$ cat src/ps2a_pkg.sv
// Package for the PS/2 set-1 scan-code decoder with receive FIFO.
// Holds operation, register and scan-code constants and the set-1 key tables.
// No dependencies.
`default_nettype none

package ps2a_pkg;

   localparam int FIFO_SLOTS_DEF = 128;

   // operation codes
   localparam logic OP_EVENT = 1'b0;
   localparam logic OP_READ  = 1'b1;

   // register indexes
   localparam logic [1:0] CSR_ESCAPE    = 2'd0;
   localparam logic [1:0] CSR_BACKSPACE = 2'd1;
   localparam logic [1:0] CSR_TAB       = 2'd2;
   localparam logic [1:0] CSR_ENTER     = 2'd3;

   localparam logic [7:0] ESCAPE_RST    = 8'd27;
   localparam logic [7:0] BACKSPACE_RST = 8'd8;
   localparam logic [7:0] TAB_RST       = 8'd9;
   localparam logic [7:0] ENTER_RST     = 8'd10;

   // set-1 key codes (bit 7 stripped)
   localparam logic [6:0] SC_ESC    = 7'h01;
   localparam logic [6:0] SC_BKSP   = 7'h0E;
   localparam logic [6:0] SC_TAB    = 7'h0F;
   localparam logic [6:0] SC_ENTER  = 7'h1C;
   localparam logic [6:0] SC_CTRL   = 7'h1D;
   localparam logic [6:0] SC_LSHIFT = 7'h2A;
   localparam logic [6:0] SC_RSHIFT = 7'h36;
   localparam logic [6:0] SC_ALT    = 7'h38;

   localparam logic [7:0] SC_RELEASE_LSHIFT = 8'hAA;

   localparam logic [7:0] CH_LOWER_A = 8'h61;
   localparam logic [7:0] CH_LOWER_Z = 8'h7A;
   localparam logic [7:0] CH_CTRL_OFFSET = 8'h60;

   typedef logic [7:0] char_type;

   function automatic char_type plain_char(input logic [6:0] code);
      char_type c;
      case (code)
         7'h02: c = 8'h31;  7'h03: c = 8'h32;  7'h04: c = 8'h33;  7'h05: c = 8'h34;
         7'h06: c = 8'h35;  7'h07: c = 8'h36;  7'h08: c = 8'h37;  7'h09: c = 8'h38;
         7'h0A: c = 8'h39;  7'h0B: c = 8'h30;  7'h0C: c = 8'h2D;  7'h0D: c = 8'h3D;
         7'h10: c = 8'h71;  7'h11: c = 8'h77;  7'h12: c = 8'h65;  7'h13: c = 8'h72;
         7'h14: c = 8'h74;  7'h15: c = 8'h79;  7'h16: c = 8'h75;  7'h17: c = 8'h69;
         7'h18: c = 8'h6F;  7'h19: c = 8'h70;  7'h1A: c = 8'h5B;  7'h1B: c = 8'h5D;
         7'h1E: c = 8'h61;  7'h1F: c = 8'h73;
         7'h20: c = 8'h64;  7'h21: c = 8'h66;  7'h22: c = 8'h67;  7'h23: c = 8'h68;
         7'h24: c = 8'h6A;  7'h25: c = 8'h6B;  7'h26: c = 8'h6C;  7'h27: c = 8'h3B;
         7'h28: c = 8'h27;  7'h29: c = 8'h60;  7'h2B: c = 8'h5C;
         7'h2C: c = 8'h7A;  7'h2D: c = 8'h78;  7'h2E: c = 8'h63;  7'h2F: c = 8'h76;
         7'h30: c = 8'h62;  7'h31: c = 8'h6E;  7'h32: c = 8'h6D;  7'h33: c = 8'h2C;
         7'h34: c = 8'h2E;  7'h35: c = 8'h2F;  7'h37: c = 8'h2A;  7'h39: c = 8'h20;
         7'h47: c = 8'h37;  7'h48: c = 8'h38;  7'h49: c = 8'h39;  7'h4A: c = 8'h2D;
         7'h4B: c = 8'h34;  7'h4C: c = 8'h35;  7'h4D: c = 8'h36;  7'h4E: c = 8'h2B;
         7'h4F: c = 8'h31;  7'h50: c = 8'h32;  7'h51: c = 8'h33;  7'h52: c = 8'h30;
         7'h53: c = 8'h2E;
         default: c = 8'h00;
      endcase
      return c;
   endfunction

   function automatic char_type shift_char(input logic [6:0] code);
      char_type c;
      case (code)
         7'h02: c = 8'h21;  7'h03: c = 8'h40;  7'h04: c = 8'h23;  7'h05: c = 8'h24;
         7'h06: c = 8'h25;  7'h07: c = 8'h5E;  7'h08: c = 8'h26;  7'h09: c = 8'h2A;
         7'h0A: c = 8'h28;  7'h0B: c = 8'h29;  7'h0C: c = 8'h5F;  7'h0D: c = 8'h2B;
         7'h10: c = 8'h51;  7'h11: c = 8'h57;  7'h12: c = 8'h45;  7'h13: c = 8'h52;
         7'h14: c = 8'h54;  7'h15: c = 8'h59;  7'h16: c = 8'h55;  7'h17: c = 8'h49;
         7'h18: c = 8'h4F;  7'h19: c = 8'h50;  7'h1A: c = 8'h7B;  7'h1B: c = 8'h7D;
         7'h1E: c = 8'h41;  7'h1F: c = 8'h53;
         7'h20: c = 8'h44;  7'h21: c = 8'h46;  7'h22: c = 8'h47;  7'h23: c = 8'h48;
         7'h24: c = 8'h4A;  7'h25: c = 8'h4B;  7'h26: c = 8'h4C;  7'h27: c = 8'h3A;
         7'h28: c = 8'h22;  7'h29: c = 8'h7E;  7'h2B: c = 8'h7C;
         7'h2C: c = 8'h5A;  7'h2D: c = 8'h58;  7'h2E: c = 8'h43;  7'h2F: c = 8'h56;
         7'h30: c = 8'h42;  7'h31: c = 8'h4E;  7'h32: c = 8'h4D;  7'h33: c = 8'h3C;
         7'h34: c = 8'h3E;  7'h35: c = 8'h3F;
         default: c = plain_char(code);
      endcase
      return c;
   endfunction

endpackage

`default_nettype wire

$ cat src/ps2_scancode_to_ascii_fifo.sv
// Channel   Ports                                   Direction
// request   req_valid/req_ready, op, data_ready,    in
//           scancode
// response  rsp_valid/rsp_ready, char_out, flags,   out
//           fifo_level
// csr       csr_we, csr_index, csr_wdata            in (write only)
//
// One transaction per cycle while the response is not stalled; each response appears in the cycle after its request.
// Character store is a single synchronous RAM: push writes at the write pointer,
// pop reads at the read pointer (never in the same cycle as a push).
// Reset is synchronous, with no clearing pass of the store.
// A stalled response holds; a new request is taken in the cycle it is drained.
// Depends on ps2a_pkg.
`default_nettype none

module ps2_scancode_to_ascii_fifo
   import ps2a_pkg::*;
#(
   parameter int FIFO_SLOTS = FIFO_SLOTS_DEF
) (
   input  wire logic       clock,
   input  wire logic       reset,
   input  wire logic       req_valid,
   output logic            req_ready,
   input  wire logic       req_op,
   input  wire logic       req_data_ready,
   input  wire logic [7:0] req_scancode,
   output logic            rsp_valid,
   input  wire logic       rsp_ready,
   output logic [7:0]      rsp_char_out,
   output logic            rsp_char_valid,
   output logic            rsp_shift_held,
   output logic            rsp_ctrl_held,
   output logic            rsp_alt_held,
   output logic [6:0]      rsp_fifo_level,
   input  wire logic       csr_we,
   input  wire logic [1:0] csr_index,
   input  wire logic [7:0] csr_wdata
);

   localparam int PTR_W = (FIFO_SLOTS > 1) ? $clog2(FIFO_SLOTS) : 1;
   localparam int LVL_W = (PTR_W > 7) ? PTR_W : 7;
   localparam logic [PTR_W-1:0] LAST_SLOT = PTR_W'(FIFO_SLOTS - 1);

   char_type store [FIFO_SLOTS];
   char_type rd_data_ff;

   logic [PTR_W-1:0] wptr_ff, wptr_in, rptr_ff, rptr_in, count_ff, count_in;
   logic             shift_ff, shift_in, ctrl_ff, ctrl_in, alt_ff, alt_in;
   char_type         esc_ff, bksp_ff, tab_ff, enter_ff;

   logic             rsp_valid_ff, rsp_cv_ff, rsp_shift_ff, rsp_ctrl_ff, rsp_alt_ff;
   logic [6:0]       rsp_level_ff;

   logic             accept, is_event, release_bit, is_modifier, push, pop;
   logic [6:0]       code;
   char_type         base_ch, ch;
   logic [LVL_W-1:0] level_wide;

   assign req_ready = !reset && (!rsp_valid_ff || rsp_ready);
   assign accept    = req_valid && req_ready;

   assign is_event    = (req_op == OP_EVENT) && req_data_ready;
   assign release_bit = req_scancode[7];
   assign code        = req_scancode[6:0];
   assign is_modifier = (code == SC_LSHIFT) || (code == SC_RSHIFT) ||
                        (code == SC_CTRL) || (code == SC_ALT);

   always_comb begin
      case (code)
         SC_ESC:   base_ch = esc_ff;
         SC_BKSP:  base_ch = bksp_ff;
         SC_TAB:   base_ch = tab_ff;
         SC_ENTER: base_ch = enter_ff;
         default:  base_ch = shift_ff ? shift_char(code) : plain_char(code);
      endcase
      // ctrl folds lower-case letters onto 1..26
      if (ctrl_ff && (base_ch >= CH_LOWER_A) && (base_ch <= CH_LOWER_Z)) begin
         ch = base_ch - CH_CTRL_OFFSET;
      end else begin
         ch = base_ch;
      end
   end

   // keep one slot free: full at FIFO_SLOTS-1 characters
   assign push = accept && is_event && !release_bit && !is_modifier &&
                 (ch != 8'h00) && (ch != bksp_ff) && (count_ff != LAST_SLOT);
   assign pop  = accept && (req_op == OP_READ) && (count_ff != '0);

   always_comb begin
      shift_in = shift_ff;
      ctrl_in  = ctrl_ff;
      alt_in   = alt_ff;
      if (accept && is_event) begin
         if ((code == SC_LSHIFT) || (code == SC_RSHIFT)) begin
            shift_in = !release_bit;
         end
         if (code == SC_CTRL) begin
            ctrl_in = !release_bit;
         end
         if (code == SC_ALT) begin
            alt_in = !release_bit;
         end
      end
      wptr_in  = push ? ((wptr_ff == LAST_SLOT) ? '0 : wptr_ff + 1'b1) : wptr_ff;
      rptr_in  = pop ? ((rptr_ff == LAST_SLOT) ? '0 : rptr_ff + 1'b1) : rptr_ff;
      count_in = count_ff;
      if (push) begin
         count_in = count_ff + 1'b1;
      end else if (pop) begin
         count_in = count_ff - 1'b1;
      end
   end

   assign level_wide = LVL_W'(count_in);

   // character store: one write port, one registered read port
   always_ff @(posedge clock) begin
      if (push) begin
         store[wptr_ff] <= ch;
      end
      if (pop) begin
         rd_data_ff <= store[rptr_ff];
      end
   end

   always_ff @(posedge clock) begin
      if (reset) begin
         wptr_ff      <= '0;
         rptr_ff      <= '0;
         count_ff     <= '0;
         shift_ff     <= 1'b0;
         ctrl_ff      <= 1'b0;
         alt_ff       <= 1'b0;
         esc_ff       <= ESCAPE_RST;
         bksp_ff      <= BACKSPACE_RST;
         tab_ff       <= TAB_RST;
         enter_ff     <= ENTER_RST;
         rsp_valid_ff <= 1'b0;
      end else begin
         wptr_ff  <= wptr_in;
         rptr_ff  <= rptr_in;
         count_ff <= count_in;
         shift_ff <= shift_in;
         ctrl_ff  <= ctrl_in;
         alt_ff   <= alt_in;
         if (csr_we) begin
            case (csr_index)
               CSR_ESCAPE:    esc_ff   <= csr_wdata;
               CSR_BACKSPACE: bksp_ff  <= csr_wdata;
               CSR_TAB:       tab_ff   <= csr_wdata;
               CSR_ENTER:     enter_ff <= csr_wdata;
               default:       ;
            endcase
         end
         if (accept) begin
            rsp_valid_ff <= 1'b1;
         end else if (rsp_ready) begin
            rsp_valid_ff <= 1'b0;
         end
      end
   end

   always_ff @(posedge clock) begin
      if (accept) begin
         rsp_cv_ff    <= pop;
         rsp_shift_ff <= shift_in;
         rsp_ctrl_ff  <= ctrl_in;
         rsp_alt_ff   <= alt_in;
         rsp_level_ff <= level_wide[6:0];
      end
   end

   assign rsp_valid      = rsp_valid_ff;
   assign rsp_char_out   = rsp_cv_ff ? rd_data_ff : 8'h00;
   assign rsp_char_valid = rsp_cv_ff;
   assign rsp_shift_held = rsp_shift_ff;
   assign rsp_ctrl_held  = rsp_ctrl_ff;
   assign rsp_alt_held   = rsp_alt_ff;
   assign rsp_fifo_level = rsp_level_ff;

endmodule

`default_nettype wire

$ cat config.mk
export PLATFORM = sky130hd
export DESIGN_NAME = ps2_scancode_to_ascii_fifo
export DESIGN_NICKNAME = d
export VERILOG_FILES = /design/src/ps2a_pkg.sv /design/src/ps2_scancode_to_ascii_fifo.sv
export SDC_FILE = /design/constraint.sdc
export NUM_CORES = 1
export LEC_CHECK = 0
export BUFFER_PORTS_ARGS = -buffer_cell sky130_fd_sc_hd__buf_4
export CORE_MARGIN = 4
export CORE_UTILIZATION = 40
export CTS_CLUSTER_SIZE = 14
export DETAILED_ROUTE_END_ITERATION = 10
export PLACE_DENSITY_LB_ADDON = 0.25
export REMOVE_ABC_BUFFERS = 1
export SKIP_CTS_REPAIR_TIMING = 1
export SLEW_MARGIN = 20
export SYNTH_ARGS = -nofsm -noshare
export SYNTH_HDL_FRONTEND = slang
export SYNTH_SLANG_ARGS = --single-unit
$ cat constraint.sdc
create_clock -name clock -period 15.15 [get_ports clock]
set_clock_uncertainty 0.1 [all_clocks]
set_input_delay 4.545 -clock clock [delete_from_list [all_inputs] [get_ports clock]]
set_output_delay 4.545 -clock clock [all_outputs]
set_load 0.02 [all_outputs]
==> flow_metrics.tcl <==
set metrics [dict create \
    area_growth_pct 12.5 \
    synthXorXnorAreaFrac 0.00310 \
    place_congestion 0.839 \
    drc_errors 0 \
    clock_sinks 1100 \
    ios 46 \
    tns_ns 0 \
    hold_viol 0 \
    p_leak_nw 15.4 \
    ys_async_sr_fraction 0 \
    die_w_um 344 \
    via_per_inst 5.75 \
    grt_max_degree 146 \
    cp.required_ns 15.36 \
    track_usage 0.185 \
    critPathLaunchType "primary input" \
    synth_compound_area_frac 0.0314 \
    fin_crit_ns 12.28 \
    final_cells 3941 \
    slew_headroom 0.232 \
    ys_ff_latch 1100 \
    synth_edf_count 1043 \
    p_per_area_mw_per_mm2 129 \
    yosys.area_share.adder 0.00499 \
    grt_pass1_vias 23000 \
    clockBufferDepth 3 \
    ys_seq_area_frac 0.719 \
    final_nets 2404 \
    antenna_found_initial 6 \
    hp-class "register to register" \
    cts_buffers 108 \
    end_kind "register" \
    fin_crit_sh 0.810 \
    numPortBuffers 45 \
    min_from "enter_ff[2]$_SDFFE_PP0P_" \
    grt_pass1_wl_mm 161 \
    clk_pin_slew_worst_paths_ns 0.06 \
    worst_pin_slew_ns 1.15 \
    drive_above_1_share 0.252 \
    synth_cell_types 88 \
    setup_ws_ns 2.87 \
    peakVddDrop_mv 0.0800 \
    place_inst 3738 \
    path_max_fanout 90 \
    root_buffer "clkbuf_16" \
    setup_viol 0 \
    die_h_um 344 \
    routed_wl_mm 109 \
    ys_warn_count 0 \
    final_common_cell "edfxtp_1" \
    route.vias.total 22700 \
    place_ws_ns 2.25 \
    tritoncts "yes" \
    routedWlPerCell_um 27.7 \
    row_count 122 \
    grt.overflow.total 0 \
    synth_top_family_by_area "multiplexers" \
    start_util 0.406 \
    rsz0062_at_grt "no" \
    place_hpwl_mm 66.1 \
    ant_nets 0 \
    dr.pass1.iters 5 \
    final_max_slew_viol_count 0 \
    max_freq_ghz 0.0815 \
    syn_inst 2326 \
    synth_flop_cell "edfxtp_1" \
    insertion_delay_ns 0.69 \
    drtIter0Drc 2450 \
    yosys.area_share.simple 0.0523 \
    status "finished, final reports clean" \
    max-cap-violations 0 \
    worstSetupPathType "primary input to register" \
    core-area_mm2 0.111 \
    htreeDepth 3 \
    crit_start "req_scancode[0]" \
    dieArea_mm2 0.118 \
    rr_startpoint "shift_ff$_SDFF_PP0_" \
    final_cell_mix "1,043 x edfxtp_1, 336 x mux4_2, 197 x nor2_1" \
    syn_avg_cell_area_um2 19.4 \
    cp.arrival_ns 12.48 \
    netlist_area_mm2 0.0451 \
    synth.area.mux_share 0.174 \
]
stage by stage:
stage           util  total power, W  area, um^2  hold WS (ns)
2_1_floorplan      -         0.00375       44600         0.330
3_3_place_gp   0.423         0.00384       47000         0.344
3_5_place_dp   0.423         0.00385       47000         0.350
4_1_cts        0.456         0.00661       50700         0.358
5_1_grt        0.456         0.00678       50800         0.374
6_report       0.456         0.00655       50800         0.360
layout make-up:
cell class / count / area [um^2]
well taps: 1488 / 1860
clock inverters: 73 / 848
inverters: 21 / 81.3
clock buffers: 128 / 2840
diodes: 1 / 2.50
repair buffers: 69 / 574
fillers: 9240 / 60500
multi-input cells: 1061 / 12100
flip-flops and latches: 1100 / 32500
routing by layer:
metal | part of all wire | up-vias | GRT usage
li1 | - | 9661 | -
met1 | 0.43 | 12100 | 0.268
met2 | 0.48 | 778 | 0.295
met3 | 0.069 | 121 | 0.0322
met4 | 0.020 | 0 | 0.0451
met5 | 0 | - | 0
synth_stat cells (all sizes together) (6+ instances only):
cell type / n / share of area
a21o: 8 / 0.0013
mux2i: 16 / 0.0035
ha: 18 / 0.0050
clkbuf: 89 / 0.0074
mux2: 13 / 0.0032
dfxtp: 57 / 0.025
nor2: 198 / 0.016
nor4: 8 / 0.0011
mux4: 336 / 0.17
nor3: 12 / 0.0013
a31oi: 6 / 0.0012
o211ai: 7 / 0.0012
edfxtp: 1043 / 0.69
buf: 55 / 0.0055
nand2: 91 / 0.0076
and2: 14 / 0.0019
and3: 11 / 0.0015
a22oi: 14 / 0.0023
nand3: 22 / 0.0026
or4: 6 / 0.0012
nor3b: 6 / 0.0010
nand2b: 21 / 0.0029
a211oi: 12 / 0.0021
nor2b: 27 / 0.0037
xnor2: 9 / 0.0017
inv: 20 / 0.0017
or2: 7 / 0.00097
a311oi: 6 / 0.0013
a21oi: 41 / 0.0045
o21ai: 24 / 0.0027
xor2: 7 / 0.0014
or3: 6 / 0.00083
nand4: 8 / 0.0014
a32oi: 7 / 0.0015
nand3b: 17 / 0.0029
o2111ai: 6 / 0.0013
a211o: 6 / 0.0012
kinds of logic after synthesis:
logic type	count (synthesis)
DFF	1100
and+or+nand+nor	473
adders and majority gates	18
muxes	365
AOI/OAI and AO/OA	189
buffers and inverters	165
xor gates and xnor gates	16
worst max-delay path, cell delays in order:
cell and delay, ns:
buf_4 0.15, inv_1 0.15, ha_1 0.48, or4_4 0.57
a311oi_2 0.31, o221ai_2 0.18, o41ai_4 0.51, mux2i_1 0.33
a21o_4 0.45, buf_4 0.86, nand2_1 0.30, o2111ai_2 0.37
a32oi_2 0.20, a31oi_4 0.79, nand3_2 1.09, nor2_1 1.01
registers in the layout (all words and copies together) (netlist names):
name / flops
esc_ff: 8
enter_ff: 8
store: 1024
shift_ff: 1
rsp_alt_held: 1
rsp_char_valid: 1
rptr_ff: 7
rsp_fifo_level: 7
alt_ff: 1
wptr_ff: 7
rsp_shift_held: 1
rd_data_ff: 8
bksp_ff: 8
ctrl_ff: 1
rsp_valid: 1
tab_ff: 8
count_ff: 7
rsp_ctrl_held: 1
path summary, 6_finish.rpt:
kind / slack (ns) / cells after the start / endpoint
max: 2.87 / 16 / store[20][1]$_DFFE_PP_
min: 0.36 / 2 / enter_ff[2]$_SDFFE_PP0P_
max reg2reg: 8.53 / 10 / store[20][1]$_DFFE_PP_
min reg2reg: 0.36 / 2 / enter_ff[2]$_SDFFE_PP0P_
power breakdown:
group | leakage [nW] | switching, W | internal [W]
combinational | 3.67 | 0.000248 | 0.000130
sequential | 9.90 | 0.0000151 | 0.00339
clock | 1.80 | 0.00113 | 0.00164
total | 15.4 | 0.00139 | 0.00516
(Power assumes the default switching activity.)
